$ cat src/design/assert_macros.svh
// assertion macros used by the decoder rtl
// no dependencies; include once per file that asserts
`ifndef ASSERT_MACROS_SVH
`define ASSERT_MACROS_SVH

// implication checked on every rising edge, quiet while in reset
`define ASSERT_IMPL(label, clk, rst_n, ante, cons, msg) \
  label: assert property (@(posedge clk) disable iff (!rst_n) (ante) |-> (cons)) \
    else $error(msg);

// implication with the consequence checked in the next cycle, quiet while in reset
`define ASSERT_NEXT(label, clk, rst_n, ante, cons, msg) \
  label: assert property (@(posedge clk) disable iff (!rst_n) (ante) |=> (cons)) \
    else $error(msg);

`endif

$ cat src/design/vdp_pkg.sv
// package of the varint delta posting decoder: payload structs, status codes, constants
// no dependencies
`default_nettype none

package vdp_pkg;

  // default width of the record id arithmetic
  localparam int unsigned IdWidthDefault = 32;

  // varint framing
  localparam int unsigned StepWidth  = 4;
  localparam logic [StepWidth-1:0] MaxSteps = 4'd9;  // shift 63 reached
  localparam logic [6:0] ShiftStep   = 7'd7;
  localparam int unsigned ShiftWidth = 7;

  typedef enum logic [2:0] {
    StRunning   = 3'd0,
    StOk        = 3'd1,
    StTruncated = 3'd2,
    StTooLarge  = 3'd3,
    StMismatch  = 3'd4,
    StDiscard   = 3'd5
  } status_e;

  typedef struct packed {
    logic [7:0]  data_byte;
    logic        last_byte;
    logic [31:0] expected_count;
  } in_item_t;

  typedef struct packed {
    logic        id_valid;
    logic [31:0] rec_id;
    logic        list_end;
    status_e     status;
  } out_item_t;

endpackage

`default_nettype wire

$ cat src/design/varint_delta_posting_decoder.sv
// varint delta posting decoder, top level
// depends on vdp_pkg and assert_macros.svh
// -----------------------------------------------------------------------------
// channel | direction | handshake            | payload
// in      | input     | in_valid_i/in_stall_o | vdp_pkg::in_item_t
// out     | output    | out_valid_o/out_stall_i | vdp_pkg::out_item_t
//
// one byte per cycle unless the input stalls: each accepted byte gives one result in the
// next cycle, set by the single pass (payload or, id add, count compare) into the result register.
// rst_ni clears the decode state and marks the next byte as a list start.
// the input stalls only while a result waits in the result register and the
// output side stalls; the decode state advances only on an accepted byte.
// -----------------------------------------------------------------------------
`default_nettype none

`include "assert_macros.svh"

module varint_delta_posting_decoder #(
  parameter int unsigned ID_WIDTH = vdp_pkg::IdWidthDefault
) (
  input  wire logic               clk_i,
  input  wire logic               rst_ni,
  input  wire logic               in_valid_i,
  output logic                    in_stall_o,
  input  wire vdp_pkg::in_item_t  in_data_i,
  output logic                    out_valid_o,
  input  wire logic               out_stall_i,
  output vdp_pkg::out_item_t      out_data_o
);
  import vdp_pkg::*;

  // decode state
  logic [ID_WIDTH-1:0]  partial_q, partial_d;
  logic [StepWidth-1:0] step_q, step_d;
  logic [ID_WIDTH-1:0]  prev_id_q, prev_id_d;
  logic                 have_prev_q, have_prev_d;
  logic [31:0]          ids_q, ids_d;
  logic [31:0]          target_q, target_d;
  logic                 err_q, err_d;
  logic                 at_start_q, at_start_d;

  // result register
  logic      out_valid_q;
  out_item_t out_data_q, out_data_d;

  logic in_accept;

  // state as seen by this byte, after a list start has cleared it
  logic [ID_WIDTH-1:0]  partial_cur;
  logic [StepWidth-1:0] step_cur;
  logic                 have_prev_cur;
  logic [31:0]          ids_cur;
  logic [31:0]          target_cur;
  logic                 err_cur;

  logic [ShiftWidth-1:0]  shift_amt;
  logic [ID_WIDTH+63:0]   payload_ext;
  logic [ID_WIDTH-1:0]    partial_new;
  logic [ID_WIDTH-1:0]    id_new;
  logic [ID_WIDTH+31:0]   id_ext;
  logic [31:0]            ids_new;

  // handshake
  assign in_stall_o  = out_valid_q & out_stall_i;
  assign in_accept   = in_valid_i & ~in_stall_o;
  assign out_valid_o = out_valid_q;
  assign out_data_o  = out_data_q;

  // clear on list start
  always_comb begin
    if (at_start_q) begin
      partial_cur   = '0;
      step_cur      = '0;
      have_prev_cur = 1'b0;
      ids_cur       = '0;
      target_cur    = in_data_i.expected_count;
      err_cur       = 1'b0;
    end else begin
      partial_cur   = partial_q;
      step_cur      = step_q;
      have_prev_cur = have_prev_q;
      ids_cur       = ids_q;
      target_cur    = target_q;
      err_cur       = err_q;
    end
  end

  // payload placed at 7 bits per step, bits above the id width dropped
  assign shift_amt   = ShiftWidth'(step_cur) * ShiftStep;
  assign payload_ext = (ID_WIDTH+64)'(in_data_i.data_byte[6:0]) << shift_amt;
  assign partial_new = partial_cur | payload_ext[ID_WIDTH-1:0];
  assign id_new      = have_prev_cur ? (prev_id_q + partial_new) : partial_new;
  assign id_ext      = (ID_WIDTH+32)'(id_new);
  assign ids_new     = ids_cur + 32'd1;

  // single pass decode
  always_comb begin
    partial_d   = partial_cur;
    step_d      = step_cur;
    prev_id_d   = prev_id_q;
    have_prev_d = have_prev_cur;
    ids_d       = ids_cur;
    target_d    = target_cur;
    err_d       = err_cur;
    at_start_d  = in_data_i.last_byte;

    out_data_d.id_valid = 1'b0;
    out_data_d.rec_id   = '0;
    out_data_d.list_end = in_data_i.last_byte;
    out_data_d.status   = StRunning;

    if (err_cur) begin
      out_data_d.status = StDiscard;
    end else if (in_data_i.data_byte[7]) begin
      partial_d = partial_new;
      if (step_cur == MaxSteps) begin
        out_data_d.status = StTooLarge;
        err_d             = 1'b1;
      end else begin
        step_d = step_cur + StepWidth'(1);
        if (in_data_i.last_byte) begin
          out_data_d.status = StTruncated;
          err_d             = 1'b1;
        end
      end
    end else begin
      prev_id_d           = id_new;
      have_prev_d         = 1'b1;
      ids_d               = ids_new;
      partial_d           = '0;
      step_d              = '0;
      out_data_d.id_valid = 1'b1;
      out_data_d.rec_id   = id_ext[31:0];
      if (in_data_i.last_byte) begin
        out_data_d.status = (ids_new == target_cur) ? StOk : StMismatch;
      end
    end
  end

  // decode state, advanced per accepted byte
  always_ff @(posedge clk_i or negedge rst_ni) begin
    if (!rst_ni) begin
      partial_q   <= '0;
      step_q      <= '0;
      prev_id_q   <= '0;
      have_prev_q <= 1'b0;
      ids_q       <= '0;
      target_q    <= '0;
      err_q       <= 1'b0;
      at_start_q  <= 1'b1;
    end else if (in_accept) begin
      partial_q   <= partial_d;
      step_q      <= step_d;
      prev_id_q   <= prev_id_d;
      have_prev_q <= have_prev_d;
      ids_q       <= ids_d;
      target_q    <= target_d;
      err_q       <= err_d;
      at_start_q  <= at_start_d;
    end
  end

  // result valid flag
  always_ff @(posedge clk_i or negedge rst_ni) begin
    if (!rst_ni) begin
      out_valid_q <= 1'b0;
    end else if (in_accept) begin
      out_valid_q <= 1'b1;
    end else if (!out_stall_i) begin
      out_valid_q <= 1'b0;
    end
  end

  // result payload
  always_ff @(posedge clk_i) begin
    if (in_accept) begin
      out_data_q <= out_data_d;
    end
  end

  // checks
  `ASSERT_NEXT(a_accept_fills, clk_i, rst_ni, in_accept, out_valid_q, "accepted byte gave no result")
  `ASSERT_IMPL(a_id_status, clk_i, rst_ni, out_valid_q && out_data_q.id_valid, out_data_q.status == StRunning || out_data_q.status == StOk || out_data_q.status == StMismatch, "id with error status")
  `ASSERT_IMPL(a_end_status, clk_i, rst_ni, out_valid_q && !out_data_q.list_end, out_data_q.status != StOk && out_data_q.status != StTruncated && out_data_q.status != StMismatch, "list status without list end")
  `ASSERT_IMPL(a_step_range, clk_i, rst_ni, 1'b1, step_q <= MaxSteps, "varint step count beyond shift 63")

endmodule

`default_nettype wire

$ cat config.mk
export PLATFORM = sky130hd
export DESIGN_NAME = varint_delta_posting_decoder
export DESIGN_NICKNAME = d
export VERILOG_FILES = /design/src/design/vdp_pkg.sv /design/src/design/varint_delta_posting_decoder.sv
export VERILOG_INCLUDE_DIRS = /design/src /design/src/design
export SDC_FILE = /design/constraint.sdc
export NUM_CORES = 1
export LEC_CHECK = 0
export BUFFER_PORTS_ARGS = -buffer_cell sky130_fd_sc_hd__buf_2
export CORE_MARGIN = 4
export CORE_UTILIZATION = 45
export DETAILED_ROUTE_END_ITERATION = 7
export GPL_ROUTABILITY_DRIVEN = 0
export SYNTH_ARGS = -nofsm -noshare
export SYNTH_HDL_FRONTEND = slang
export SYNTH_SLANG_ARGS = --single-unit
$ cat constraint.sdc
create_clock -name clk_i -period 5.1 [get_ports clk_i]
set_clock_uncertainty 0.15 [all_clocks]
set_input_delay 0.255 -clock clk_i [delete_from_list [all_inputs] [get_ports clk_i]]
set_output_delay 0.255 -clock clk_i [all_outputs]
set_load 0.05 [all_outputs]
# Word level (Yosys, flattened, before mapping)
# Cells that the tools add are included.
# totals
word_cells	57
input_bits	45
ff_bits	173
output_inout_bits	39
# classes
n_bitwise	6
n_eq_ne	3
n_reduce_logical	2
add_sub_neg	3
muxes	28
shifts	1
mul	1
# op_table
op	count
2-to-1 mux 32 bit	8
2-to-1 mux 33 bit	1
adder 32 x 1 -> 32 bit (second input constant)	1
adder 32 bit	1
== test 32 bit	1
OR 32 bit	1
<< shifter 7 x 7 -> 32 bit	1
2-to-1 mux 4 bit	4
2-to-1 mux 1 bit	10
2-to-1 mux 3 bit	3
multiplier 4 x 3 -> 7 bit (second input constant)	1
adder 4 x 1 -> 4 bit (second input constant)	1
== test 4 bit (second input constant)	1
2-to-1 mux 2 bit	2
inverter 1 bit	3
AND reduction 3 bit	1
AND 1 bit	2
inequality test 2 x 1 -> 1 bit (second input constant)	1
OR reduction 2 bit	1

# Longest topological paths before layout
# Gate-level depths: netlist of the first run.
# depth
ltp_word	7
depth_mapped	19
mapped_depth_nobuf	16

# Worst setup path before layout of the first run
# No wires, ideal clock.
# synth_timing
path_type	register -> register
startpoint	register at_start_q
endpoint	register out_data_q (netlist bit out_data_o[32]) (data pin)
t_required_ns	4.680
setup_ns	0.270
stages_incl_launch_ff	17
setup_slack_ns	0.759
arrival_ns	3.921
path_buffers	5
synth_period_minus_slack_ns	4.341
path_cell_list	dfstp_2 > buf_2 > inv_1 > buf_2 > clkbuf_1 > clkbuf_1 > buf_1 > o2bb2ai_1 > ha_1 > nor2b_1 > o31a_1 > o41ai_2 > o211ai_1 > a31oi_1 > o21ai_1 > o311ai_0 > a21oi_1
# synth_via
elab_chain_cells	6
elab_cells_between_ends	10
cone_classes	add/sub: 1; mul: 1; shift: 1; mux: 5; bitwise: 1; reduce/logical: 1
# synth_lines
item	line	text
start: declaration	varint_delta_posting_decoder.sv:40	logic at_start_q, at_start_d;
start signal: assignment	varint_delta_posting_decoder.sv:159	at_start_q <= at_start_d;
2-to-1 mux 4 bit	varint_delta_posting_decoder.sv:71	if (at_start_q) begin
multiplier 4 x 3 -> 7 bit	varint_delta_posting_decoder.sv:89	assign shift_amt = ShiftWidth'(step_cur) * ShiftStep;
<< shifter 7 x 7 -> 32 bit	varint_delta_posting_decoder.sv:90	assign payload_ext = (ID_WIDTH+64)'(in_data_i.data_byte[6:0]) << shift_amt;
OR 32 bit	varint_delta_posting_decoder.sv:91	assign partial_new = partial_cur | payload_ext[ID_WIDTH-1:0];
adder 32 bit	varint_delta_posting_decoder.sv:92	assign id_new = have_prev_cur ? (prev_id_q + partial_new) : partial_new;
2-to-1 mux 32 bit	varint_delta_posting_decoder.sv:92	
end signal: assignment	varint_delta_posting_decoder.sv:177	out_data_q <= out_data_d;
end: declaration	varint_delta_posting_decoder.sv:44	out_item_t out_data_q, out_data_d;
# Parallel ways exist; a longest one is shown, timed or not.
# A chain may end at the register's enable or synchronous reset.

# Final worst setup path of the first run
# layout_timing
startpoint	register at_start_q
endpoint	register out_data_q (netlist bit out_data_o[30]) (data pin)
# The elaborated chain is that of the path after synthesis.

==> flow_summary.toml, run 1 <==
[run_status]
status = "complete, no violations"

[setup_path]
cp.required_ns = 5.12
critPathArrivalTime_ns = 4.43
worstReg2RegEnd = "out_data_o[30]"
path_max_fanout = 9
critPathTopFamily = "compound AO/OA/AOI/OAI gates"
end_kind = "flop"
r2r_cells = 17
cp_common_cell = "nand2_1"
crit_slowest_cell = "dfstp_2"
cp_cell_sequence = "inv_2 > nand2_1 > nand2_1 > o2bb2ai_1 > ha_1 > inv_1 > fa_1 > nor2b_1 > o31a_1 > o41ai_2 > o211ai_1 > a31oi_1 > buf_4 > o21ai_1 > xor2_1 > o21ai_0 > nor2_1"
critical_path_class = "flop to flop"
rrSetupSlack_ns = 0.69
worst_path_largest_cell_delay_ns = 0.57
r2r_start = "at_start_q"
critPathBufInv = 3
critPathLaunch = "at_start_q"
cp-start-kind = "flop"

[drt]
dr.pass1.iters = 5
wl_per_cell_um = 18.5
drc = 0
avgViaCountPerCell = 5.72
vias = 8912
initialDrtViolationCount = 723
wl_um = 28800
drtAntennaViolNets = 0

[grt]
grt_usage = 0.225
busiest_layer = "met2"
grt_max_degree = 89
antenna_found_initial = 0
grt_overflow = 0
grt_use_met3 = 0.0403
grt_pass1_vias = 8551
grt_util_met2 = 0.346
met1_usage = 0.339
grt_pass1_wl_um = 47300

[clocking]
cts_root_buf = "clkbuf_16"
numClockSinks = 173
htree_levels = 4
post_cts_resized = 0
path_clk_slew_ns = 0.07
clk_latency_ns = 0.43
numCtsBuffers = 17
cts_tree = "built"
cts_buffer_depth = 2

[min_path]
min_from = "in_data_i[34]"
holdPathStages = 3
hp-class = "input pin to flop"
hold_path_end = "partial_q[8]"

[place]
hpwl_um = 19800
preCtsSetupSlack_ns = 0.741
port_buffers = 83

[floorplan]
core_area_um2 = 22800
ios = 84
fp.dieArea_um2 = 25900
rows = 55
die_w_um = 161
start_util = 0.460
dieHeight_um = 161

[timing]
setup_viol = 0
finalSetupTns_ns = 0
max_freq_ghz = 0.227
hold_violations = 0
fin_ws_ns = 0.694
worst_slew_pin_slew_ns = 1.04
rsz0062_at_grt = "false"
final-max-slew-violation-count = 0
period_share = 0.864
fin_crit_ns = 4.41
maxSlewHeadroom = 0.306

[power]
vdd_drop_max_mv = 0.229
p_leak_nw = 5.34
power_density_nw_per_um2 = 390

[logic_synthesis]
synthTopCellsByArea = "dfrtp_1 32%, edfxtp_1 11%, nand2_1 5.1%"
yosysWarningCount = 0
synth_top_area_frac = 0.321
synth_cell_types = 76
synth_top_area_cell = "dfrtp_1"
ys_seq_elements = 173
netlist_area_um2 = 10500
ys_async_sr_fraction = 0.786
syn-num-nets = 1224
synth_area_per_cell_um2 = 9.18
synth_enable_flop_cells = 37
syn_inst = 1146
seq_area_frac_synth = 0.429
ys_dominant_reg_cell = "dfrtp_1"

[final_layout]
area_delta_synth_final_pct = 15.5
final_cell_mix = "142 x nand2_1, 135 x dfrtp_1, 107 x o21ai_0, 82 x nor2_1, 82 x buf_2"
mostFrequentLayoutCell = "nand2_1"
drive_above_1_share = 0.149
nets = 1310
diodes = 0

[job]
cap_violations = 0
==> state kept, by name, summed over array words and instances, names as in the netlist <==
signal       count
ids_q           32
step_q           4
err_q            1
partial_q       32
target_q        32
have_prev_q      1
out_valid_o      1
prev_id_q       32
at_start_q       1
out_data_o      37
==> how the worst max path moves through the flow <==
stage | end | slack [ns] | cells after the start
detailed placement | out_data_o[30] | 0.74 | 17
floorplan | out_data_o[32] | 0.76 | 16
global route | out_data_o[30] | 0.37 | 17
global placement | out_data_o[30] | 0.83 | 17
CTS | out_data_o[30] | 0.74 | 17
finish | out_data_o[30] | 0.69 | 17
==> logic make-up after synthesis <==
family          synth area share
flops                      0.429
compound gates             0.206
fa+ha+maj                 0.0400
xor+xnor                  0.0633
buf+inv                   0.0407
simple gates               0.176
mux                       0.0448
==> timing repair <==
action | in CTS | in global routing
hold buffers | 37 | 0
endpoints found under the setup margin | 0 | 0
setup buffers | 0 | 0
hold endpoints to repair | 123 | 0
==> per-layer routing <==
layer  share of wire  vias to the layer above
li1                -                     4319
met3           0.051                       16
met2            0.45                      250
met4          0.0075                        0
met5               0                        -
met1            0.49                     4327
==> worst min-delay path, delay by kind of cell <==
| kind | cells | cell delay (ns) |
|---|---|---|
| buffers and inverters | 1 | 0.14 |
| AO/OA/AOI/OAI | 2 | 0.26 |
==> area by class of cell <==
cell class | instances | area [µm²]
multi-input combinational | 862 | 5580
sequential | 173 | 4520
clock buffer | 19 | 454
timing repair buffer | 137 | 932
inverter | 41 | 154
fill | 2160 | 10700
clock inverter | 13 | 115
tap | 313 | 392
==> where the power goes <==
group / internal (W) / switching [W] / leakage (nW) / total, W
Combinational: 0.000639 / 0.000964 / 2.94 / 0.00160
Clock: 0.000703 / 0.000577 / 0.271 / 0.00128
Sequential: 0.00167 / 0.000185 / 2.13 / 0.00186
==> Yosys cell counts, types with 19 or more instances <==
library cell and number:
inv_1 41, nand4_1 19, nand3_1 25, a22o_1 33
a21o_1 23, ha_1 32, o21ai_0 107, a21oi_1 62
edfxtp_1 37, dfrtp_1 135, mux2_2 33, xnor2_1 47
nor3_1 23, nand2_1 144, xor2_1 29, clkbuf_1 49
nor2_1 82
==> stage by stage <==
step                      power, W  cell area (µm²)  cells   util  hold WS, ns
after floorplan            0.00303            10500   1146      -       -0.191
after global placement     0.00343            11200   1489  0.491        0.261
after detailed placement   0.00345            11200   1489  0.491        0.252
after CTS                  0.00477            12100   1558  0.532        0.108
after global routing       0.00504            12100   1558  0.532        0.161
final                      0.00474            12100   1558  0.532        0.120
(Power assumes the default switching activity.)
==> inputs of run 2 (changes only) <==
Settings changed: CORE_UTILIZATION 45 to 40.
==> run 2 against run 1 <==
Compared with the run above: cell area up 0.57%; count of clock-buffer cells in the layout down 2; sequential share of layout area down 0.21 points; highest routed layer unchanged; utilization down 6.2 points; largest cell class unchanged; first-iteration DRC count down 7.6%; critical path depth unchanged; die area up 12%; register-to-register slack worse by 0.17 ns; clock power up 11%.
==> flow_summary.toml, run 2 (synthesized netlist as in run 1, its figures left out) <==
[clocking]
numCtsBuffers = 17
cts_buffer_depth = 2
clk_latency_ns = 0.43
cts_tree = "built"
post_cts_resized = 0
path_clk_slew_ns = 0.08
cts_root_buf = "clkbuf_16"
htree_levels = 4
numClockSinks = 173

[run_status]
status = "complete, no violations"

[timing]
max_freq_ghz = 0.218
period_share = 0.898
fin_ws_ns = 0.522
fin_crit_ns = 4.58
rsz0062_at_grt = "false"
hold_violations = 0
final-max-slew-violation-count = 0
finalSetupTns_ns = 0
maxSlewHeadroom = 0.220
hold_ws_ns = 0.116
setup_viol = 0
worst_slew_pin_slew_ns = 1.16

[drt]
dr.pass1.iters = 5
drt-met1-wl_um = 14300
top_layer = "met4"
vias = 8895
avgViaCountPerCell = 5.64
dr_wl_met2_um = 12800
drc = 0
wl_met3_um = 1380
initialDrtViolationCount = 668
wl_per_cell_um = 18.4
wl_um = 29100
drtAntennaViolNets = 0

[setup_path]
path_max_fanout = 17
worst_path_largest_cell_delay_ns = 0.72
cp_cell_sequence = "inv_2 > nand2_1 > nand2_1 > o2bb2ai_1 > ha_1 > inv_1 > fa_1 > nor2b_1 > o31a_1 > o41ai_2 > o211ai_1 > a31oi_1 > buf_4 > o21ai_1 > xor2_1 > o21ai_0 > nor2_1"
critPathArrivalTime_ns = 4.61
cp-start-kind = "flop"
crit_slowest_cell = "dfstp_2"
end_kind = "flop"
r2r_cells = 17
critical_path_class = "flop to flop"
cp_common_cell = "nand2_1"
cp.required_ns = 5.13

[final_layout]
largest_reg_flops = 37
nets = 1308
area_delta_synth_final_pct = 16.1
drive_above_1_share = 0.149
final_cell_mix = "142 x nand2_1, 135 x dfrtp_1, 107 x o21ai_0, 82 x nor2_1, 82 x buf_2"
fill_cells = 2512
diodes = 0
mostFrequentLayoutCell = "nand2_1"

[place]
hpwl_um = 19700
preCtsSetupSlack_ns = 0.658
port_buffers = 83

[floorplan]
ios = 84
dieHeight_um = 170
start_util = 0.405
core_area_um2 = 26000
die_w_um = 170
rows = 59
fp.dieArea_um2 = 29000

[grt]
grt_pass1_vias = 8236
grt_max_degree = 90
antenna_found_initial = 0
grt_pass1_wl_um = 45900
grt_overflow = 0
grt_usage = 0.199

[power]
switching_power_w = 0.00177
pwr-share-seq = 0.382
combPwrFrac = 0.327
switching_share = 0.363
power_density_nw_per_um2 = 398
vdd_drop_max_mv = 0.253
p_int_w = 0.00310
p_leak_nw = 5.36
power.share.clock = 0.291

[min_path]
holdPathStages = 3
hp-class = "input pin to flop"

[job]
cap_violations = 0
run 2: metal layers:
metal | GRT usage | vias to the layer above
met5 | 0 | -
met4 | 0.0559 | 0
met3 | 0.0307 | 35
met2 | 0.299 | 266
met1 | 0.298 | 4284
li1 | - | 4310
run 2: final timing paths:
path / start / to / slack [ns]
setup reg to reg: at_start_q / out_data_o[30] / 0.52
min in group asynchronous: rst_ni / target_q[7] / 0.33
hold / removal: in_data_i[34] / partial_q[8] / 0.12
max in group asynchronous: rst_ni / prev_id_q[30] / 3.23
setup / recovery: at_start_q / out_data_o[30] / 0.52
hold reg to reg: partial_q[18] / partial_q[18] / 0.33
run 2: area by class of cell:
type                       instances  area (µm²)  share of cell area
timing repair buffer             135         917              0.0751
clock inverter                    15         200              0.0164
multi-input combinational        862        5580               0.457
sequential                       173        4520               0.370
inverter                          41         154              0.0126
clock buffer                      17         425              0.0348
tap                              335         419              0.0343
run 2: metrics by stage:
stage	util	instance area [µm²]	power [W]	std cells
floorplan	-	10500	0.00303	1146
global placement	0.432	11200	0.00342	1509
detailed placement	0.432	11200	0.00344	1509
CTS	0.470	12200	0.00489	1578
global route	0.470	12200	0.00514	1578
finish	0.470	12200	0.00487	1578
run 2: power groups by stage:
stage               Clock (W)  Sequential [W]  Combinational, W
CTS                   0.00144         0.00186           0.00159
global route          0.00149         0.00189           0.00176
finish                0.00142         0.00186           0.00159
floorplan                   0         0.00192           0.00111
detailed placement          0         0.00188           0.00156
global placement            0         0.00188           0.00154
run 2: what timing repair did:
item	4_1_cts	5_1_grt
endpoints found under the hold margin	123	0
buffers inserted	0	0
hold buffers	37	0
run 2: critical path: cells and delay by family (launching register included):
kind	cells	cell delay (ns)
compound gates	7	1.71
flops	1	0.72
simple gates	4	0.69
fa+ha+maj	2	0.62
buf+inv	3	0.34
xor+xnor	1	0.11
